===== config.mk =====
export PLATFORM = sky130hd
export DESIGN_NAME = multicore_task_dispatcher
export DESIGN_NICKNAME = d
export VERILOG_FILES = /design/src/hw/rtl/mtd_pkg.sv /design/src/hw/rtl/mtd_ram.sv /design/src/hw/rtl/mtd_datapath.sv /design/src/hw/rtl/mtd_ctrl.sv /design/src/hw/rtl/multicore_task_dispatcher.sv
export VERILOG_INCLUDE_DIRS = /design/src /design/src/hw/rtl
export SDC_FILE = /design/constraint.sdc
export NUM_CORES = 1
export LEC_CHECK = 0
export ABC_AREA = 1
export BUFFER_PORTS_ARGS = -buffer_cell sky130_fd_sc_hd__buf_2
export CAP_MARGIN = 20
export CELL_PAD_IN_SITES_DETAIL_PLACEMENT = 1
export CELL_PAD_IN_SITES_GLOBAL_PLACEMENT = 1
export CORE_ASPECT_RATIO = 1.25
export CORE_MARGIN = 1.5
export CORE_UTILIZATION = 37
export CTS_BUF_LIST = sky130_fd_sc_hd__clkbuf_8
export DETAILED_ROUTE_END_ITERATION = 12
export PLACE_DENSITY_LB_ADDON = 0.1
export SLEW_MARGIN = 20
export SYNTH_ARGS = -nofsm -noshare
export SYNTH_HDL_FRONTEND = slang
export SYNTH_HIERARCHICAL = 1
export SYNTH_SLANG_ARGS = --single-unit
export TNS_END_PERCENT = 30

===== constraint.sdc =====
create_clock -name clk -period 12.2 [get_ports clk]
set_clock_uncertainty 0.1 [all_clocks]
set_input_delay 0.61 -clock clk [delete_from_list [all_inputs] [get_ports clk]]
set_output_delay 0.61 -clock clk [all_outputs]
set_load 0.05 [all_outputs]

===== src/hw/rtl/multicore_task_dispatcher_assert.svh =====
// Assertion macros for the task dispatcher.
// Used by the top level; expects signals clk and rst in scope.
`ifndef MULTICORE_TASK_DISPATCHER_ASSERT_SVH
`define MULTICORE_TASK_DISPATCHER_ASSERT_SVH

// Same-cycle implication, disabled during reset.
`define MTD_ASSERT_IMPL(label, ante, cons) \
  label: assert property (@(posedge clk) disable iff (rst) (ante) |-> (cons)) \
    else $error("dispatcher assertion failed");

// Next-cycle implication, disabled during reset.
`define MTD_ASSERT_NEXT(label, ante, cons) \
  label: assert property (@(posedge clk) disable iff (rst) (ante) |=> (cons)) \
    else $error("dispatcher assertion failed");

`endif


===== src/hw/rtl/mtd_pkg.sv =====
// Shared constants, codes, types and helper functions of the task dispatcher.
// No dependencies.
package mtd_pkg;

  localparam int NUM_CORES   = 4;
  localparam int QUEUE_DEPTH = 16;
  localparam int TASK_BITS   = 16;

  localparam int CORE_W      = $clog2(NUM_CORES);
  localparam int NACT_W      = $clog2(NUM_CORES + 1);
  localparam int CNT_W       = $clog2(QUEUE_DEPTH + 1);
  localparam int PTR_W       = $clog2(QUEUE_DEPTH);
  localparam int STORE_DEPTH = NUM_CORES * QUEUE_DEPTH;
  localparam int ADDR_W      = $clog2(STORE_DEPTH);
  localparam int CAP_W       = 6;
  localparam int CFG_W       = 3;
  localparam int OP_W        = 3;
  localparam int ST_W        = 4;
  localparam int CID_W       = 4;
  localparam int TID_W       = 16;
  localparam int REP_W       = 6;
  localparam int DPOP_W      = 5;

  localparam logic [CFG_W-1:0] CFG_RESET = CFG_W'(4);
  localparam logic [CAP_W-1:0] CAP_MIN   = CAP_W'(2);
  localparam logic [CAP_W-1:0] CAP_RESET = CAP_W'(4);
  localparam logic [CAP_W-1:0] CAP_SAT   = CAP_W'(63);

  // Operation codes.
  localparam logic [OP_W-1:0] OP_SPAWN = 3'd0;
  localparam logic [OP_W-1:0] OP_RUN   = 3'd1;
  localparam logic [OP_W-1:0] OP_SLEEP = 3'd2;
  localparam logic [OP_W-1:0] OP_SHUT  = 3'd3;
  localparam logic [OP_W-1:0] OP_SIZE  = 3'd4;
  localparam logic [OP_W-1:0] OP_CAPQ  = 3'd5;

  // Result status codes.
  localparam logic [ST_W-1:0] ST_FAIL        = 4'd0;
  localparam logic [ST_W-1:0] ST_ASSIGNED    = 4'd1;
  localparam logic [ST_W-1:0] ST_RUNNING     = 4'd2;
  localparam logic [ST_W-1:0] ST_NONE_RUN    = 4'd3;
  localparam logic [ST_W-1:0] ST_MOVED       = 4'd4;
  localparam logic [ST_W-1:0] ST_NONE_ASSIGN = 4'd5;
  localparam logic [ST_W-1:0] ST_DELETED     = 4'd6;
  localparam logic [ST_W-1:0] ST_NONE_REMOVE = 4'd7;
  localparam logic [ST_W-1:0] ST_SIZE        = 4'd8;
  localparam logic [ST_W-1:0] ST_CAP         = 4'd9;

  // Datapath commands.
  localparam logic [DPOP_W-1:0] DP_NONE       = 5'd0;
  localparam logic [DPOP_W-1:0] DP_LATCH      = 5'd1;
  localparam logic [DPOP_W-1:0] DP_PICK_SPAWN = 5'd2;
  localparam logic [DPOP_W-1:0] DP_PICK_DONOR = 5'd3;
  localparam logic [DPOP_W-1:0] DP_PICK_SLEEP = 5'd4;
  localparam logic [DPOP_W-1:0] DP_RD_FRONT   = 5'd5;
  localparam logic [DPOP_W-1:0] DP_RD_DONOR   = 5'd6;
  localparam logic [DPOP_W-1:0] DP_RD_SCAN    = 5'd7;
  localparam logic [DPOP_W-1:0] DP_PUSH_TASK  = 5'd8;
  localparam logic [DPOP_W-1:0] DP_RULE_TGT   = 5'd9;
  localparam logic [DPOP_W-1:0] DP_RULE_CORE  = 5'd10;
  localparam logic [DPOP_W-1:0] DP_POP_FRONT  = 5'd11;
  localparam logic [DPOP_W-1:0] DP_STEAL_MOVE = 5'd12;
  localparam logic [DPOP_W-1:0] DP_SLEEP_MOVE = 5'd13;
  localparam logic [DPOP_W-1:0] DP_SHUT_START = 5'd14;
  localparam logic [DPOP_W-1:0] DP_SHUT_NEXT  = 5'd15;
  localparam logic [DPOP_W-1:0] DP_SHUT_CORE  = 5'd16;
  localparam logic [DPOP_W-1:0] DP_SHUT_CLEAR = 5'd17;

  typedef struct packed {
    logic [DPOP_W-1:0] op;
    logic              emit;
    logic [ST_W-1:0]   status;
    logic              last;
  } dp_cmd_t;

  typedef struct packed {
    logic [OP_W-1:0] op;
    logic            core_bad;
    logic            core_empty;
    logic            core_one;
    logic            nact_lt2;
    logic            any_tasks;
    logic            spawn_fail;
    logic            donor_ok;
    logic            tgt_full;
    logic            scan_done;
    logic            scan_last_core;
    logic            scan_last_item;
    logic            out_free;
  } dp_stat_t;

  // Number of cores in use: zero acts as one, too large acts as the maximum.
  function automatic logic [NACT_W-1:0] cores_in_use(input logic [CFG_W-1:0] a);
    logic [NACT_W-1:0] n;
    if (a == '0) begin
      n = NACT_W'(1);
    end else if (int'(a) > NUM_CORES) begin
      n = NACT_W'(NUM_CORES);
    end else begin
      n = NACT_W'(a);
    end
    return n;
  endfunction

  // Grow and shrink rule for the nominal capacity of one queue.
  function automatic logic [CAP_W-1:0] apply_rule(input logic [CNT_W-1:0] cnt,
                                                  input logic [CAP_W-1:0] cap);
    logic [CAP_W-1:0] r;
    r = cap;
    if (cnt == '0) begin
      r = CAP_MIN;
    end else if (int'(cap) == int'(cnt)) begin
      r = (cap >= CAP_W'(32)) ? CAP_SAT : {cap[CAP_W-2:0], 1'b0};
    end else if ((int'(cnt) <= int'(cap >> 2)) && (cap > CAP_MIN)) begin
      r = cap >> 1;
      if (r < CAP_MIN) begin
        r = CAP_MIN;
      end
    end
    return r;
  endfunction

  // Ring pointer plus offset; the sum stays below twice the depth.
  function automatic logic [PTR_W-1:0] ring(input logic [PTR_W-1:0] base,
                                            input logic [CNT_W-1:0] off);
    logic [CNT_W:0] s;
    s = (CNT_W+1)'(base) + (CNT_W+1)'(off);
    if (int'(s) >= QUEUE_DEPTH) begin
      s = s - (CNT_W+1)'(QUEUE_DEPTH);
    end
    return PTR_W'(s);
  endfunction

  function automatic logic [ADDR_W-1:0] slot(input logic [CORE_W-1:0] core,
                                             input logic [PTR_W-1:0] ptr);
    return ADDR_W'(int'(core) * QUEUE_DEPTH + int'(ptr));
  endfunction

endpackage


===== src/hw/rtl/mtd_ram.sv =====
// Generic single-write, single-read RAM with registered read data.
// No dependencies.
module mtd_ram #(
  parameter int WIDTH = 16,
  parameter int DEPTH = 64
) (
  input  logic                     clk,
  input  logic                     we,
  input  logic [$clog2(DEPTH)-1:0] waddr,
  input  logic [WIDTH-1:0]         wdata,
  input  logic [$clog2(DEPTH)-1:0] raddr,
  output logic [WIDTH-1:0]         rdata
);

  logic [WIDTH-1:0] mem [DEPTH];

  always_ff @(posedge clk) begin
    if (we) begin
      mem[waddr] <= wdata;
    end
    rdata <= mem[raddr];
  end

endmodule


===== src/hw/rtl/mtd_datapath.sv =====
// Datapath of the task dispatcher: queue counters, capacities, ring heads,
// the task store and the result register. Depends on mtd_pkg and mtd_ram.
module mtd_datapath import mtd_pkg::*; (
  input  logic             clk,
  input  logic             rst,
  input  logic             cfg_write,
  input  logic [CFG_W-1:0] cfg_data,
  input  logic [OP_W-1:0]  operation,
  input  logic [TID_W-1:0] task_id,
  input  logic [CID_W-1:0] core_id,
  input  logic             out_stall,
  input  dp_cmd_t          cmd,
  output dp_stat_t         stat,
  output logic             out_valid,
  output logic [ST_W-1:0]  status,
  output logic [CID_W-1:0] core_number,
  output logic [TID_W-1:0] task_number,
  output logic [REP_W-1:0] report_value,
  output logic             last
);

  logic [CFG_W-1:0]     active_cores;
  logic [CNT_W-1:0]     cnt  [NUM_CORES];
  logic [CAP_W-1:0]     cap  [NUM_CORES];
  logic [PTR_W-1:0]     head [NUM_CORES];
  logic [OP_W-1:0]      op_r;
  logic [TASK_BITS-1:0] task_r;
  logic [CID_W-1:0]     core_r;
  logic [NACT_W-1:0]    nact;
  logic [CORE_W-1:0]    tgt;
  logic [CNT_W-1:0]     kidx;
  logic                 donor_found;
  logic [ADDR_W-1:0]    rd_addr;

  logic [CORE_W-1:0]    cidx;
  logic [CORE_W-1:0]    spawn_sel;
  logic [CORE_W-1:0]    sleep_sel;
  logic [CORE_W-1:0]    donor_sel;
  logic                 donor_any;
  logic                 later_busy;
  logic                 any_busy;
  logic                 out_free;
  logic                 ram_we;
  logic [ADDR_W-1:0]    ram_waddr;
  logic [TASK_BITS-1:0] ram_wdata;
  logic [TASK_BITS-1:0] rdata;
  logic [CID_W-1:0]     core_out;
  logic [TID_W-1:0]     task_out;
  logic [REP_W-1:0]     rep_out;

  assign cidx     = CORE_W'(core_r);
  assign out_free = !out_valid || !out_stall;

  // Core selection scans: least loaded for spawn and sleep, fullest for steal.
  always_comb begin
    logic [CNT_W-1:0] most;
    spawn_sel  = '0;
    sleep_sel  = (cidx == '0) ? CORE_W'(1) : '0;
    donor_sel  = '0;
    donor_any  = 1'b0;
    most       = '0;
    later_busy = 1'b0;
    any_busy   = 1'b0;
    for (int i = 0; i < NUM_CORES; i++) begin
      if (i < int'(nact)) begin
        any_busy = any_busy || (cnt[i] != '0);
        if (cnt[i] < cnt[spawn_sel]) begin
          spawn_sel = CORE_W'(i);
        end
        if (i != int'(cidx) && cnt[i] < cnt[sleep_sel]) begin
          sleep_sel = CORE_W'(i);
        end
        if (i != int'(cidx) && cnt[i] > most) begin
          most      = cnt[i];
          donor_sel = CORE_W'(i);
          donor_any = 1'b1;
        end
        if (i > int'(tgt) && cnt[i] != '0) begin
          later_busy = 1'b1;
        end
      end
    end
  end

  always_comb begin
    stat.op             = op_r;
    stat.core_bad       = int'(core_r) >= int'(nact);
    stat.core_empty     = cnt[cidx] == '0;
    stat.core_one       = cnt[cidx] == CNT_W'(1);
    stat.nact_lt2       = nact < NACT_W'(2);
    stat.any_tasks      = any_busy;
    stat.spawn_fail     = (task_r == '0) || (int'(cnt[tgt]) >= QUEUE_DEPTH);
    stat.donor_ok       = donor_found && (int'(cnt[cidx]) < QUEUE_DEPTH);
    stat.tgt_full       = int'(cnt[tgt]) >= QUEUE_DEPTH;
    stat.scan_done      = kidx >= cnt[tgt];
    stat.scan_last_core = int'(tgt) == int'(nact) - 1;
    stat.scan_last_item = (kidx == cnt[tgt] - CNT_W'(1)) && !later_busy;
    stat.out_free       = out_free;
  end

  // Store writes: new tasks and moved tasks land at the tail of a queue.
  always_comb begin
    ram_we    = 1'b0;
    ram_waddr = slot(tgt, ring(head[tgt], cnt[tgt]));
    ram_wdata = rdata;
    case (cmd.op)
      DP_PUSH_TASK: begin
        ram_we    = 1'b1;
        ram_wdata = task_r;
      end
      DP_SLEEP_MOVE: begin
        ram_we = 1'b1;
      end
      DP_STEAL_MOVE: begin
        ram_we    = 1'b1;
        ram_waddr = slot(cidx, ring(head[cidx], cnt[cidx]));
      end
      default: begin
        ram_we = 1'b0;
      end
    endcase
  end

  mtd_ram #(
    .WIDTH(TASK_BITS),
    .DEPTH(STORE_DEPTH)
  ) u_store (
    .clk  (clk),
    .we   (ram_we),
    .waddr(ram_waddr),
    .wdata(ram_wdata),
    .raddr(rd_addr),
    .rdata(rdata)
  );

  always_ff @(posedge clk) begin
    if (rst) begin
      active_cores <= CFG_RESET;
      for (int i = 0; i < NUM_CORES; i++) begin
        cnt[i]  <= '0;
        cap[i]  <= CAP_RESET;
        head[i] <= '0;
      end
    end else begin
      if (cfg_write) begin
        active_cores <= cfg_data;
      end
      unique case (cmd.op)
        DP_PUSH_TASK: begin
          cap[tgt] <= apply_rule(cnt[tgt], cap[tgt]);
          cnt[tgt] <= cnt[tgt] + CNT_W'(1);
        end
        DP_RULE_TGT: begin
          cap[tgt] <= apply_rule(cnt[tgt], cap[tgt]);
        end
        DP_RULE_CORE: begin
          cap[cidx] <= apply_rule(cnt[cidx], cap[cidx]);
        end
        DP_POP_FRONT: begin
          head[cidx] <= ring(head[cidx], CNT_W'(1));
          cnt[cidx]  <= cnt[cidx] - CNT_W'(1);
        end
        DP_STEAL_MOVE: begin
          cnt[cidx] <= cnt[cidx] + CNT_W'(1);
          cnt[tgt]  <= cnt[tgt] - CNT_W'(1);
        end
        DP_SLEEP_MOVE: begin
          cap[tgt]  <= apply_rule(cnt[tgt], cap[tgt]);
          cnt[tgt]  <= cnt[tgt] + CNT_W'(1);
          cnt[cidx] <= cnt[cidx] - CNT_W'(1);
        end
        DP_SHUT_CLEAR: begin
          for (int i = 0; i < NUM_CORES; i++) begin
            if (i < int'(nact)) begin
              cnt[i] <= '0;
              cap[i] <= CAP_MIN;
            end
          end
        end
        default: begin
        end
      endcase
    end
  end

  // Operand and pointer registers; no reset needed.
  always_ff @(posedge clk) begin
    unique case (cmd.op)
      DP_LATCH: begin
        op_r   <= operation;
        task_r <= TASK_BITS'(task_id);
        core_r <= core_id;
        nact   <= cores_in_use(active_cores);
      end
      DP_PICK_SPAWN: begin
        tgt <= spawn_sel;
      end
      DP_PICK_DONOR: begin
        tgt         <= donor_sel;
        donor_found <= donor_any;
      end
      DP_PICK_SLEEP: begin
        tgt     <= sleep_sel;
        rd_addr <= slot(cidx, ring(head[cidx], cnt[cidx] - CNT_W'(1)));
      end
      DP_RD_FRONT: begin
        rd_addr <= slot(cidx, head[cidx]);
      end
      DP_RD_DONOR: begin
        rd_addr <= slot(tgt, ring(head[tgt], cnt[tgt] - CNT_W'(1)));
      end
      DP_RD_SCAN: begin
        rd_addr <= slot(tgt, ring(head[tgt], kidx));
      end
      DP_SHUT_START: begin
        tgt  <= '0;
        kidx <= '0;
      end
      DP_SHUT_NEXT: begin
        kidx <= kidx + CNT_W'(1);
      end
      DP_SHUT_CORE: begin
        tgt  <= tgt + CORE_W'(1);
        kidx <= '0;
      end
      default: begin
      end
    endcase
  end

  // Result fields follow from the status code.
  always_comb begin
    core_out = core_r;
    task_out = '0;
    rep_out  = '0;
    case (cmd.status)
      ST_ASSIGNED: begin
        core_out = CID_W'(tgt);
        task_out = TID_W'(task_r);
      end
      ST_RUNNING: begin
        task_out = TID_W'(rdata);
      end
      ST_MOVED, ST_DELETED: begin
        core_out = CID_W'(tgt);
        task_out = TID_W'(rdata);
      end
      ST_NONE_REMOVE: begin
        core_out = '0;
      end
      ST_FAIL: begin
        if (op_r == OP_SPAWN || op_r > OP_CAPQ) begin
          core_out = '0;
        end
      end
      ST_SIZE: begin
        rep_out = REP_W'(cnt[cidx]);
      end
      ST_CAP: begin
        rep_out = REP_W'(cap[cidx]);
      end
      default: begin
        core_out = core_r;
      end
    endcase
  end

  always_ff @(posedge clk) begin
    if (rst) begin
      out_valid <= 1'b0;
    end else if (cmd.emit) begin
      out_valid <= 1'b1;
    end else if (!out_stall) begin
      out_valid <= 1'b0;
    end
  end

  always_ff @(posedge clk) begin
    if (cmd.emit) begin
      status       <= cmd.status;
      core_number  <= core_out;
      task_number  <= task_out;
      report_value <= rep_out;
      last         <= cmd.last;
    end
  end

endmodule


===== src/hw/rtl/mtd_ctrl.sv =====
// Controller state machine of the task dispatcher: sequences the datapath
// for each operation. Depends on mtd_pkg.
module mtd_ctrl import mtd_pkg::*; (
  input  logic     clk,
  input  logic     rst,
  input  logic     in_valid,
  output logic     in_stall,
  input  dp_stat_t stat,
  output dp_cmd_t  cmd
);

  localparam logic [4:0] S_IDLE        = 5'd0;
  localparam logic [4:0] S_DECODE      = 5'd1;
  localparam logic [4:0] S_ONE         = 5'd2;
  localparam logic [4:0] S_SPAWN_CHK   = 5'd3;
  localparam logic [4:0] S_SPAWN_RULE  = 5'd4;
  localparam logic [4:0] S_RUN_NONE    = 5'd5;
  localparam logic [4:0] S_RUN_WAIT    = 5'd6;
  localparam logic [4:0] S_RUN_EMIT    = 5'd7;
  localparam logic [4:0] S_STEAL_PICK  = 5'd8;
  localparam logic [4:0] S_STEAL_CHK   = 5'd9;
  localparam logic [4:0] S_STEAL_WAIT  = 5'd10;
  localparam logic [4:0] S_STEAL_MOVE  = 5'd11;
  localparam logic [4:0] S_STEAL_RD    = 5'd12;
  localparam logic [4:0] S_STEAL_RC    = 5'd13;
  localparam logic [4:0] S_SLP_PICK    = 5'd14;
  localparam logic [4:0] S_SLP_WAIT    = 5'd15;
  localparam logic [4:0] S_SLP_MOVE    = 5'd16;
  localparam logic [4:0] S_SLP_RULE    = 5'd17;
  localparam logic [4:0] S_SHUT_SCAN   = 5'd18;
  localparam logic [4:0] S_SHUT_WAIT   = 5'd19;
  localparam logic [4:0] S_SHUT_EMIT   = 5'd20;
  localparam logic [4:0] S_SHUT_CLEAR  = 5'd21;

  logic [4:0]      state;
  logic [4:0]      state_next;
  logic [ST_W-1:0] one_status;
  logic [ST_W-1:0] one_status_next;

  assign in_stall = state != S_IDLE;

  always_comb begin
    state_next      = state;
    one_status_next = one_status;
    cmd.op          = DP_NONE;
    cmd.emit        = 1'b0;
    cmd.status      = one_status;
    cmd.last        = 1'b1;
    unique case (state)
      S_IDLE: begin
        if (in_valid) begin
          cmd.op     = DP_LATCH;
          state_next = S_DECODE;
        end
      end
      S_DECODE: begin
        state_next      = S_ONE;
        one_status_next = ST_FAIL;
        unique case (stat.op)
          OP_SPAWN: begin
            cmd.op     = DP_PICK_SPAWN;
            state_next = S_SPAWN_CHK;
          end
          OP_RUN: begin
            if (!stat.core_bad) begin
              if (stat.core_empty) begin
                state_next = S_RUN_NONE;
              end else begin
                cmd.op     = DP_RD_FRONT;
                state_next = S_RUN_WAIT;
              end
            end
          end
          OP_SLEEP: begin
            if (!stat.core_bad) begin
              if (stat.core_empty) begin
                one_status_next = ST_NONE_ASSIGN;
              end else if (!stat.nact_lt2) begin
                state_next = S_SLP_PICK;
              end
            end
          end
          OP_SHUT: begin
            if (stat.any_tasks) begin
              cmd.op     = DP_SHUT_START;
              state_next = S_SHUT_SCAN;
            end else begin
              one_status_next = ST_NONE_REMOVE;
            end
          end
          OP_SIZE, OP_CAPQ: begin
            if (!stat.core_bad) begin
              one_status_next = (stat.op == OP_SIZE) ? ST_SIZE : ST_CAP;
            end
          end
          default: begin
            one_status_next = ST_FAIL;
          end
        endcase
      end
      S_ONE: begin
        if (stat.out_free) begin
          cmd.emit   = 1'b1;
          state_next = S_IDLE;
        end
      end
      S_SPAWN_CHK: begin
        if (stat.spawn_fail) begin
          one_status_next = ST_FAIL;
          state_next      = S_ONE;
        end else begin
          cmd.op     = DP_PUSH_TASK;
          state_next = S_SPAWN_RULE;
        end
      end
      S_SPAWN_RULE: begin
        cmd.op          = DP_RULE_TGT;
        one_status_next = ST_ASSIGNED;
        state_next      = S_ONE;
      end
      S_RUN_NONE: begin
        cmd.status = ST_NONE_RUN;
        if (stat.out_free) begin
          cmd.emit   = 1'b1;
          state_next = S_STEAL_PICK;
        end
      end
      S_RUN_WAIT: begin
        state_next = S_RUN_EMIT;
      end
      S_RUN_EMIT: begin
        cmd.status = ST_RUNNING;
        if (stat.out_free) begin
          cmd.emit   = 1'b1;
          cmd.op     = DP_POP_FRONT;
          state_next = stat.core_one ? S_STEAL_PICK : S_IDLE;
        end
      end
      S_STEAL_PICK: begin
        cmd.op     = DP_PICK_DONOR;
        state_next = S_STEAL_CHK;
      end
      S_STEAL_CHK: begin
        if (stat.donor_ok) begin
          cmd.op     = DP_RD_DONOR;
          state_next = S_STEAL_WAIT;
        end else begin
          state_next = S_IDLE;
        end
      end
      S_STEAL_WAIT: begin
        state_next = S_STEAL_MOVE;
      end
      S_STEAL_MOVE: begin
        cmd.op     = DP_STEAL_MOVE;
        state_next = S_STEAL_RD;
      end
      S_STEAL_RD: begin
        cmd.op     = DP_RULE_TGT;
        state_next = S_STEAL_RC;
      end
      S_STEAL_RC: begin
        cmd.op     = DP_RULE_CORE;
        state_next = S_IDLE;
      end
      S_SLP_PICK: begin
        cmd.op     = DP_PICK_SLEEP;
        state_next = S_SLP_WAIT;
      end
      S_SLP_WAIT: begin
        state_next = S_SLP_MOVE;
      end
      S_SLP_MOVE: begin
        if (stat.tgt_full) begin
          cmd.status = ST_FAIL;
          if (stat.out_free) begin
            cmd.emit   = 1'b1;
            state_next = S_SLP_RULE;
          end
        end else begin
          cmd.status = ST_MOVED;
          cmd.last   = stat.core_one;
          if (stat.out_free) begin
            cmd.emit   = 1'b1;
            cmd.op     = DP_SLEEP_MOVE;
            state_next = stat.core_one ? S_SLP_RULE : S_SLP_PICK;
          end
        end
      end
      S_SLP_RULE: begin
        cmd.op     = DP_RULE_CORE;
        state_next = S_IDLE;
      end
      S_SHUT_SCAN: begin
        if (stat.scan_done) begin
          if (stat.scan_last_core) begin
            state_next = S_SHUT_CLEAR;
          end else begin
            cmd.op = DP_SHUT_CORE;
          end
        end else begin
          cmd.op     = DP_RD_SCAN;
          state_next = S_SHUT_WAIT;
        end
      end
      S_SHUT_WAIT: begin
        state_next = S_SHUT_EMIT;
      end
      S_SHUT_EMIT: begin
        cmd.status = ST_DELETED;
        cmd.last   = stat.scan_last_item;
        if (stat.out_free) begin
          cmd.emit   = 1'b1;
          cmd.op     = DP_SHUT_NEXT;
          state_next = S_SHUT_SCAN;
        end
      end
      S_SHUT_CLEAR: begin
        cmd.op     = DP_SHUT_CLEAR;
        state_next = S_IDLE;
      end
      default: begin
        state_next = S_IDLE;
      end
    endcase
  end

  always_ff @(posedge clk) begin
    if (rst) begin
      state      <= S_IDLE;
      one_status <= ST_FAIL;
    end else begin
      state      <= state_next;
      one_status <= one_status_next;
    end
  end

endmodule


===== src/hw/rtl/multicore_task_dispatcher.sv =====
// Top level of the task dispatcher: joins the controller and the datapath.
// Depends on mtd_pkg, mtd_ctrl, mtd_datapath and the assertion macro header.
//
// Usage: an operation (operation, task_id, core_id) transfers when in_valid
// is high and in_stall is low. Each operation yields one or more results
// (status, core_number, task_number, report_value, last); last marks the
// final result of an operation. A result transfers when out_valid is high and
// out_stall is low. The active core count is written with cfg_write and
// cfg_data while the block is idle.
// The controller handles one operation at a time: in_stall stays high from
// the cycle after a transfer until the operation has finished.
// Each operation is accepted and decoded; queries and most failures then
// write their result. Spawn pushes the task to the least loaded core; run
// reads the front task and, if the core is or becomes empty, tries to steal
// one; sleep moves tasks one by one; shutdown deletes every queued task.
// The task store has one read port with registered read data.
// While out_stall is high with out_valid set, the result register holds and
// the controller waits before it writes the next result; the last result of
// an operation may still wait while the next operation is taken in.
// Synchronous reset empties all queues, sets capacities to four, the active
// core count to four and drops out_valid.
`include "multicore_task_dispatcher_assert.svh"

module multicore_task_dispatcher import mtd_pkg::*; (
  input  logic             clk,
  input  logic             rst,
  input  logic             cfg_write,
  input  logic [CFG_W-1:0] cfg_data,
  input  logic             in_valid,
  output logic             in_stall,
  input  logic [OP_W-1:0]  operation,
  input  logic [TID_W-1:0] task_id,
  input  logic [CID_W-1:0] core_id,
  output logic             out_valid,
  input  logic             out_stall,
  output logic [ST_W-1:0]  status,
  output logic [CID_W-1:0] core_number,
  output logic [TID_W-1:0] task_number,
  output logic [REP_W-1:0] report_value,
  output logic             last
);

  dp_cmd_t  cmd;
  dp_stat_t stat;

  mtd_ctrl u_ctrl (
    .clk     (clk),
    .rst     (rst),
    .in_valid(in_valid),
    .in_stall(in_stall),
    .stat    (stat),
    .cmd     (cmd)
  );

  mtd_datapath u_dp (
    .clk         (clk),
    .rst         (rst),
    .cfg_write   (cfg_write),
    .cfg_data    (cfg_data),
    .operation   (operation),
    .task_id     (task_id),
    .core_id     (core_id),
    .out_stall   (out_stall),
    .cmd         (cmd),
    .stat        (stat),
    .out_valid   (out_valid),
    .status      (status),
    .core_number (core_number),
    .task_number (task_number),
    .report_value(report_value),
    .last        (last)
  );

  `MTD_ASSERT_NEXT(a_busy_after_transfer, in_valid && !in_stall, in_stall)
  `MTD_ASSERT_IMPL(a_fail_clean, out_valid && status == ST_FAIL, task_number == '0 && report_value == '0)
  `MTD_ASSERT_IMPL(a_size_bound, out_valid && status == ST_SIZE, int'(report_value) <= QUEUE_DEPTH)

endmodule


* Word-level counts from Yosys, hierarchy flattened
Memories as Yosys holds them, arrays and structs flattened. A register that Yosys moved wholly into a read port is not among the register bits.
Cells that the tools add are included.
Widths: inputs -> output; s select.
** Storage, ports and cells
- Memory bits (writable) :: 1084
- Flip-flop bits (word level) :: 84
- Logic and storage cells :: 440
- ROM bits :: 0
- Memories kept :: 4
- Latch bits :: 0
- Output and inout bits :: 33
** Cells by class
- Equality and inequality tests :: 68
- Mux-type cells :: 211
- Shift operators :: 0
- Multipliers :: 0
- Reductions and logical operators :: 58
- Div/mod/pow operators :: 0
- Add/subtract/negate cells :: 25
- Bitwise operators :: 17
- $lt $le $gt $ge :: 39
** Memory list
- u_dp.u_store.mem :: words 64, width 16, rd ports 1, clocked after memory_dff 1, write ports 1, line mtd_ram.sv:15 : logic [WIDTH-1:0] mem [DEPTH];
- u_dp.cap :: words 4, width 6, rd ports 2, clocked after memory_dff 2, write ports 4, line mtd_datapath.sv:24 : logic [CAP_W-1:0] cap [NUM_CORES];
- u_dp.cnt :: words 4, width 5, rd ports 12, clocked after memory_dff 2, write ports 4, line mtd_datapath.sv:23 : logic [CNT_W-1:0] cnt [NUM_CORES];
- u_dp.head :: words 4, width 4, rd ports 2, clocked after memory_dff 2, write ports 4, line mtd_datapath.sv:25 : logic [PTR_W-1:0] head [NUM_CORES];
** Operator list (number)
- $mux 5 :: 41
- $mux 6 :: 25
- $pmux 5 s19 :: 1
- $mux 4 :: 22
- $eq 5x4->1 const B :: 16
- $mux 1 :: 71
- $pmux 5 s14 :: 1
- $mux 2 :: 30
- $eq 5x3->1 const B :: 8
- $eq 5x5->1 const B :: 8
- $add 6x4->6 :: 6
- $pmux 4 s3 :: 3
- $lt 5x5->1 :: 7
- $eq 3x32->1 :: 1
- $pmux 16 s2 :: 1
- $add 4x5->6 :: 5
- $ge 6x5->1 const B :: 5
- $reduce_bool 5->1 :: 6
- $pmux 6 s4 :: 1
- $sub 4x1->4 const B :: 6
- $eq 5x2->1 const B :: 4
- $pmux 5 s4 :: 1
- $mux 3 :: 6
- $logic_not 16->1 :: 1
- 65 further kinds :: 142

* Depth between registers and ports, before layout
Gate-level depths: netlist (run 1).
An unclocked memory read counts as a cell.
- Depth after elaboration :: 24
- Gate-level depth with buffers :: 33
- Mapped depth without buffers :: 31

* By module
Netlist (run 1), hierarchy kept.
** By module, submodules not included
- mtd_ram :: sequential area each 31069.8 um^2, area an instance 42140.4 um^2, cells an instance 3534, times used 1
- mtd_datapath :: sequential area each 4093.9 um^2, area an instance 10441.3 um^2, cells an instance 1312, times used 1
- mtd_ctrl :: sequential area each 180.2 um^2, area an instance 1143.6 um^2, cells an instance 214, times used 1

* Worst setup path before layout (run 1)
Ideal clock, no wire load.
- Path kind :: register to register
- Start :: reg (tool-made name)
- End :: mem u_dp.u_store.mem[0][3], data pin
- Library setup time :: 702 ps
- Arrival time :: 5211 ps
- Cell stages (with the launch flop) :: 22
- Path slack :: 6187 ps
- Data required time :: 11398 ps
- Path through :: dfxtp_1 -> buf_4 -> inv_4 -> buf_4 -> a21oi_1 -> a32oi_4 -> inv_1 -> ha_1 -> a21oi_1 -> o21bai_1 -> a21oi_1 -> o21bai_1 -> inv_1 -> nand2_1 -> nand2_1 -> nor2_1 -> o2111ai_1 -> nor2_2 -> nand2_1 -> nor2_1 -> clkbuf_1 -> o21ai_0
** RTL lines (line)
- end: declaration :: mtd_ram.sv:15

==> impl_metrics.toml, run 1 <==
[status]
status = "finished, final reports clean"

[power]
power_frac_clock = 0.240
sequentialPowerShare = 0.384
leakage_nw = 22.8
power_density_nw_per_um2 = 234
share_comb_of_total_power = 0.376
p_int_w = 0.00814
p_sw_frac = 0.421
p_sw_w = 0.00592
vdd_drop_max_v = 0.000254

[place]
dpl.hpwl_mm = 118
io_buffers = 63
pre_cts_ws_ps = 5130
gp_congestion = 0.898

[synthesis]
ys.flop_type = "edfxtp_1"
yosysSeqAreaShare = 0.658
synth_edf_count = 1155
syn_nets = 5179
syn_area_um2 = 53700
syn_avg_cell_area_um2 = 10.6
yosys.area.top_type_share = 0.646
syn_inst = 5060
async_flop_share = 0
yosysWarningCount = 6
yosysTopAreaCell = "edfxtp_1"
ys_ff_latch = 1188
yosysUniqueCellTypes = 66
ys_top_cells_by_area = "edfxtp_1, nand2_1, nand3_1"

[sta]
finalCritPeriodShare = 0.568
drv_slew = 0
min_period_ps = 6930
setup_slack_ps = 5270
slew_headroom = 0.252
tightest_slew_ps = 1120
final.setup.tns_ps = 0
hold_viol = 0
fmax_mhz = 144
rsz0062_at_grt = "false"
setup_viol = 0

[grt]
grt_pass1_vias = 40000
antenna_found_initial = 8
grt.total_usage = 0.251
grt_pass1_wl_mm = 271
grt_max_degree = 184
grt-ovfl-total = 0

[floorplan]
ioPinCount = 64
rows = 156
die_x_um = 344
die_y_um = 429
dieArea_um2 = 148000
core_um2 = 144000
initial_utilization = 0.372

[worst_setup_path]
critPathRequiredTime_ps = 12660
cp-start-kind = "register"
critical_path_class = "reg -> reg"
cp_max_fo = 32
crit_path_end_kind = "register"
crit_arrival_ps = 7400

[drt]
wl_per_cell_um = 25.5
vias_per_cell = 5.32
wl_met3_mm = 7.21
drt_wl_total_mm = 185
dr.pass1.iters = 5
highest_layer = "met5"
drtAntennaViolNets = 0
wl_met2_mm = 92.7
initialDrtViolationCount = 2834
vias = 38600
drc = 0
wl_met1_mm = 78.2

[cells_and_area]
nNetsFinal = 5316
num-fill-cells = 16000
drive_gt1_frac = 0.102
syn_to_final_growth_pct = 11.7

[hold_path]
hold_path_class = "in -> reg"
worstHoldStart = "task_id[14]"

[clock_network]
cts_tree = "yes"
numCtsBuffers = 195
cts_max_path_buffers = 3
cts_sinks = 1188
cts_root_buffer = "clkbuf_8"
post_cts_buffers = 0
htree_num_levels = 4
clock_latency_ps = 960
cts.clk_slew.worst_paths_ps = 60

[run]
max-cap-violations = 0
## timing repair
| item | CTS | global route |
|---|---|---|
| gates resized for setup | 0 | 0 |
| hold buffers | 37 | 0 |
| endpoints found under the hold margin | 32 | 0 |
## power by group through the flow
| stage | Sequential [W] | Combinational (W) | Clock [W] |
|---|---|---|---|
| after detailed placement | 0.00548 | 0.00528 | 0 |
| after CTS | 0.00540 | 0.00532 | 0.00348 |
| after global routing | 0.00542 | 0.00573 | 0.00363 |
| after global placement | 0.00548 | 0.00522 | 0 |
| after floorplan | 0.00558 | 0.00298 | 0 |
| final | 0.00540 | 0.00529 | 0.00337 |
## path summary, 6_finish.rpt
path | end | slack (ps) | cells after the start
worst max-delay path | u_dp/u_store/mem[6][9] | 5270 | 23
worst max register to register | u_dp/u_store/mem[6][9] | 5270 | 23
worst min register to register | u_ctrl/one_status[1] | 410 | 2
worst min-delay path | u_dp/task_r[14] | 270 | 2
## per-stage QoR
stage                     std cells   util  hold WS, ps  total power, W  cell area (µm²)
final                          7256  0.415          267          0.0141            60000
after floorplan                5060      -          354         0.00856            53700
after global routing           7255  0.415          219          0.0148            60000
after global placement         6858  0.387          402          0.0107            55800
after CTS                      7254  0.415          152          0.0142            60000
after detailed placement       6859  0.387          406          0.0108            55900
## logic make-up (layout without fill, tap and decap cells)
kind of cell               Yosys count  in the layout  share of synthesized area
and+or+nand+nor                   2963           2963                      0.235
DFF                               1188           1188                      0.658
buffers and inverters              481            779                     0.0465
AOI/OAI and AO/OA                  304            304                     0.0342
adders and majority gates           88             88                     0.0211
xor gates and xnor gates            36             36                    0.00587
other                                0              2                          0
## per-layer routing
layer  track usage  vias to the layer above
li1              -                    17900
met1         0.321                    19600
met2         0.431                      852
met3        0.0339                      270
met4        0.0924                        2
met5             0                        -
## cells in the final DEF (no fill, tap or decap), drive strengths merged, types with 37 or more instances in the layout
cell type	n
edfxtp	1155
clkinv	67
o22ai	39
nand2	1689
dlygate4sd3	37
clkbuf	206
buf	163
inv	300
nor2	250
nand3	954
ha	84
o21ai	133
a21oi	82
## sequential cells by signal, indices dropped and copies added, names as in the netlist, named ones only
signal,count
u_dp/cap,24
u_dp/core_r,4
u_dp/rd_addr,6
u_dp/task_number,16
u_dp/active_cores,3
u_dp/task_r,16
u_ctrl/one_status,4
u_dp/donor_found,1
u_dp/status,4
u_dp/report_value,6
u_dp/kidx,5
u_dp/head,16
u_dp/out_valid,1
u_dp/u_store/mem,1024
u_dp/u_store/rdata,16
u_dp/op_r,3
u_dp/core_number,4
u_ctrl/state,5
u_dp/last,1
u_dp/tgt,2
u_dp/nact,3
u_dp/cnt,20
## layout make-up
class / count / area (µm²) / share of cell area
multi-input cells: 3391 / 16200 / 0.270
diodes: 2 / 5.00 / 0.0000834
flip-flops and latches: 1188 / 35300 / 0.589
inverters: 221 / 872 / 0.0145
clock inverters: 152 / 888 / 0.0148
clock buffers: 206 / 2840 / 0.0473
repair buffers: 200 / 1510 / 0.0251
well taps: 1896 / 2370 / 0.0395
## cells in the mapped netlist, types with 3 or more instances
| library cell | n |
|---|---|
| clkinv_1 | 3 |
| o21ai_1 | 23 |
| nand3b_1 | 3 |
| edfxtp_1 | 1155 |
| nor4_1 | 5 |
| a31oi_1 | 3 |
| inv_2 | 28 |
| xnor2_1 | 10 |
| nand3_1 | 951 |
| a21oi_1 | 79 |
| buf_4 | 25 |
| dfxtp_1 | 33 |
| fa_1 | 4 |
| nor2_1 | 234 |
| o21ai_0 | 107 |
| o221ai_1 | 5 |
| buf_6 | 54 |
| buf_2 | 135 |
| o21ai_2 | 3 |
| clkbuf_1 | 30 |
| or2_2 | 6 |
| nor3_1 | 23 |
| and2_1 | 3 |
| o211ai_1 | 7 |
| inv_1 | 187 |
| o21bai_1 | 4 |
| nand2_1 | 1672 |
| nor2_2 | 14 |
| nand4_1 | 21 |
| nand3_2 | 3 |
| buf_1 | 15 |
| or2_1 | 3 |
| o2111ai_1 | 3 |
| nand2_2 | 17 |
| o22ai_1 | 39 |
| o21a_1 | 3 |
| xor2_1 | 26 |
| a32oi_2 | 3 |
| ha_1 | 84 |
| a21o_1 | 3 |
## critical path, cell delays in order, from the launching register on
cell       delay (ps)
dfxtp_1           320
inv_2             420
nand2_1           180
a32oi_4           410
inv_1             170
ha_1              320
a21oi_1            70
o21bai_1          120
a21oi_1            80
o21bai_1          290
inv_1             100
nand2_1           110
nand2_1            70
nor2_1            150
o2111ai_1         250
nor2_2            220
nand2_1           160
nor2_2            470
inv_2             180
o21ai_0           550
inv_1             200
nor3_1            290
nand2_1           430
nor2_2            850
Note: power is estimated with default switching activity, not from simulation.
==> run 2, diff against run 1 <==
Clock period 12.2 ns to 6.65 ns, I/O delays scaled along.
==> impl_metrics.toml, run 2 (same netlist as run 1, synthesis figures left out) <==
[run]
max-cap-violations = 0

[sta]
tightest_slew_ps = 1120
setup_slack_ps = 362
finalCritPeriodShare = 0.946
fmax_mhz = 159
rsz0062_at_grt = "false"
hold_slack_ps = 130
setup_viol = 0
slew_headroom = 0.252
min_period_ps = 6290
final.setup.tns_ps = 0
drv_slew = 0
hold_viol = 0

[power]
vdd_drop_max_v = 0.000299
leakage_nw = 23.1
power_density_nw_per_um2 = 426

[clock_network]
cts_tree = "yes"
cts_max_path_buffers = 3
numCtsBuffers = 192
cts_sinks = 1188
cts.clk_slew.worst_paths_ps = 60
clock_latency_ps = 940
htree_num_levels = 4
cts_root_buffer = "clkbuf_8"

[cells_and_area]
multi_input_area_um2 = 16200
final_common_cell = "nand2_1"
drive_gt1_frac = 0.113
largest_register = "u_dp/u_store/mem"
final_util = 0.421
nNetsFinal = 5408
layout_common_cells = "nand2_1, edfxtp_1, nand3_1"
finalNonFillerCells = 7343
num-fill-cells = 15900
syn_to_final_growth_pct = 13.3
largest_reg_flops = 1024
register_area_um2 = 35300
top_regs = "u_dp/u_store/mem x1024, u_dp/cap x24, u_dp/cnt x20"

[floorplan]
initial_utilization = 0.372
dieArea_um2 = 148000
die_x_um = 344
die_y_um = 429
core_um2 = 144000
ioPinCount = 64
rows = 156

[drt]
dr.pass1.iters = 5
drt_wl_total_mm = 183
drc = 0
vias = 38600
wl_per_cell_um = 24.9
drtAntennaViolNets = 0
vias_per_cell = 5.25
initialDrtViolationCount = 2573

[place]
dp.cells = 6928
gp_congestion = 0.938
io_buffers = 63
dpl.hpwl_mm = 119
pre_cts_ws_ps = 462

[status]
status = "finished, final reports clean"

[hold_path]
worstHoldStart = "cfg_write"
hold_path_class = "in -> reg"

[grt]
grt-ovfl-total = 0
grt_max_degree = 207
grt_pass1_wl_mm = 267
grt.total_usage = 0.248
antenna_found_initial = 5
grt_pass1_vias = 40100

[worst_setup_path]
crit_arrival_ps = 6770
crit_path_end_kind = "register"
cp-start-kind = "register"
cp_max_fo = 16
critical_path_class = "reg -> reg"
critPathRequiredTime_ps = 7130
## run 2: final cells by class
| class | instances | share of cell area |
|---|---|---|
| diodes | 5 | 0.000206 |
| clock buffers | 200 | 0.0452 |
| clock inverters | 147 | 0.0146 |
| inverters | 221 | 0.0143 |
| multi-input cells | 3391 | 0.266 |
| flip-flops and latches | 1188 | 0.581 |
| well taps | 1896 | 0.0390 |
| repair buffers | 295 | 0.0401 |
## run 2: what timing repair did
item,CTS,global route
endpoints found under the setup margin,0,5
buffers inserted,0,0
hold buffers,63,0
endpoints found under the hold margin,44,0
gates resized for setup,0,3
## run 2: critical path: stages (launching register included)
cell	delay, ps
dfxtp_1	560
inv_2	200
o21ai_1	230
nand2_2	150
ha_1	310
inv_1	40
o21bai_1	130
a21oi_1	80
o21bai_1	270
inv_1	100
nand2_1	100
nand2_1	70
nor2_1	130
o2111ai_1	170
nor2_2	190
nand2_1	170
nor2_2	400
inv_2	150
o21ai_0	760
inv_1	220
nor3_1	320
nand2_1	460
nor2_1	300
buf_4	330
## run 2: final timing paths
check | cells after the start | endpoint | slack, ps
worst max-delay path | 23 | u_dp/u_store/mem[63][2] | 360
worst min-delay path | 3 | u_dp/active_cores[2] | 130
worst max register to register | 23 | u_dp/u_store/mem[63][2] | 360
worst min register to register | 2 | u_ctrl/one_status[3] | 410
## run 2: per-stage QoR
step,instance area [µm²],total power (W)
6_report,60800,0.0259
5_1_grt,60800,0.0272
4_1_cts,60800,0.0262
3_5_place_dp,56500,0.0199
3_3_place_gp,56500,0.0198
2_1_floorplan,53700,0.0157
## run 2: power by group
group          total, W  internal, W  switching, W
sequential      0.00987      0.00963      0.000241
combinational   0.00994      0.00242       0.00751
clock           0.00610      0.00308       0.00302
## run 2: routing by layer
layer / GRT usage / vias to the layer above / routed length [µm]
met5: 0 / - / 0
met4: 0.0994 / 0 / 6980
met1: 0.304 / 19400 / 75300
li1: - / 18100 / -
met3: 0.0346 / 276 / 7150
met2: 0.435 / 798 / 93100
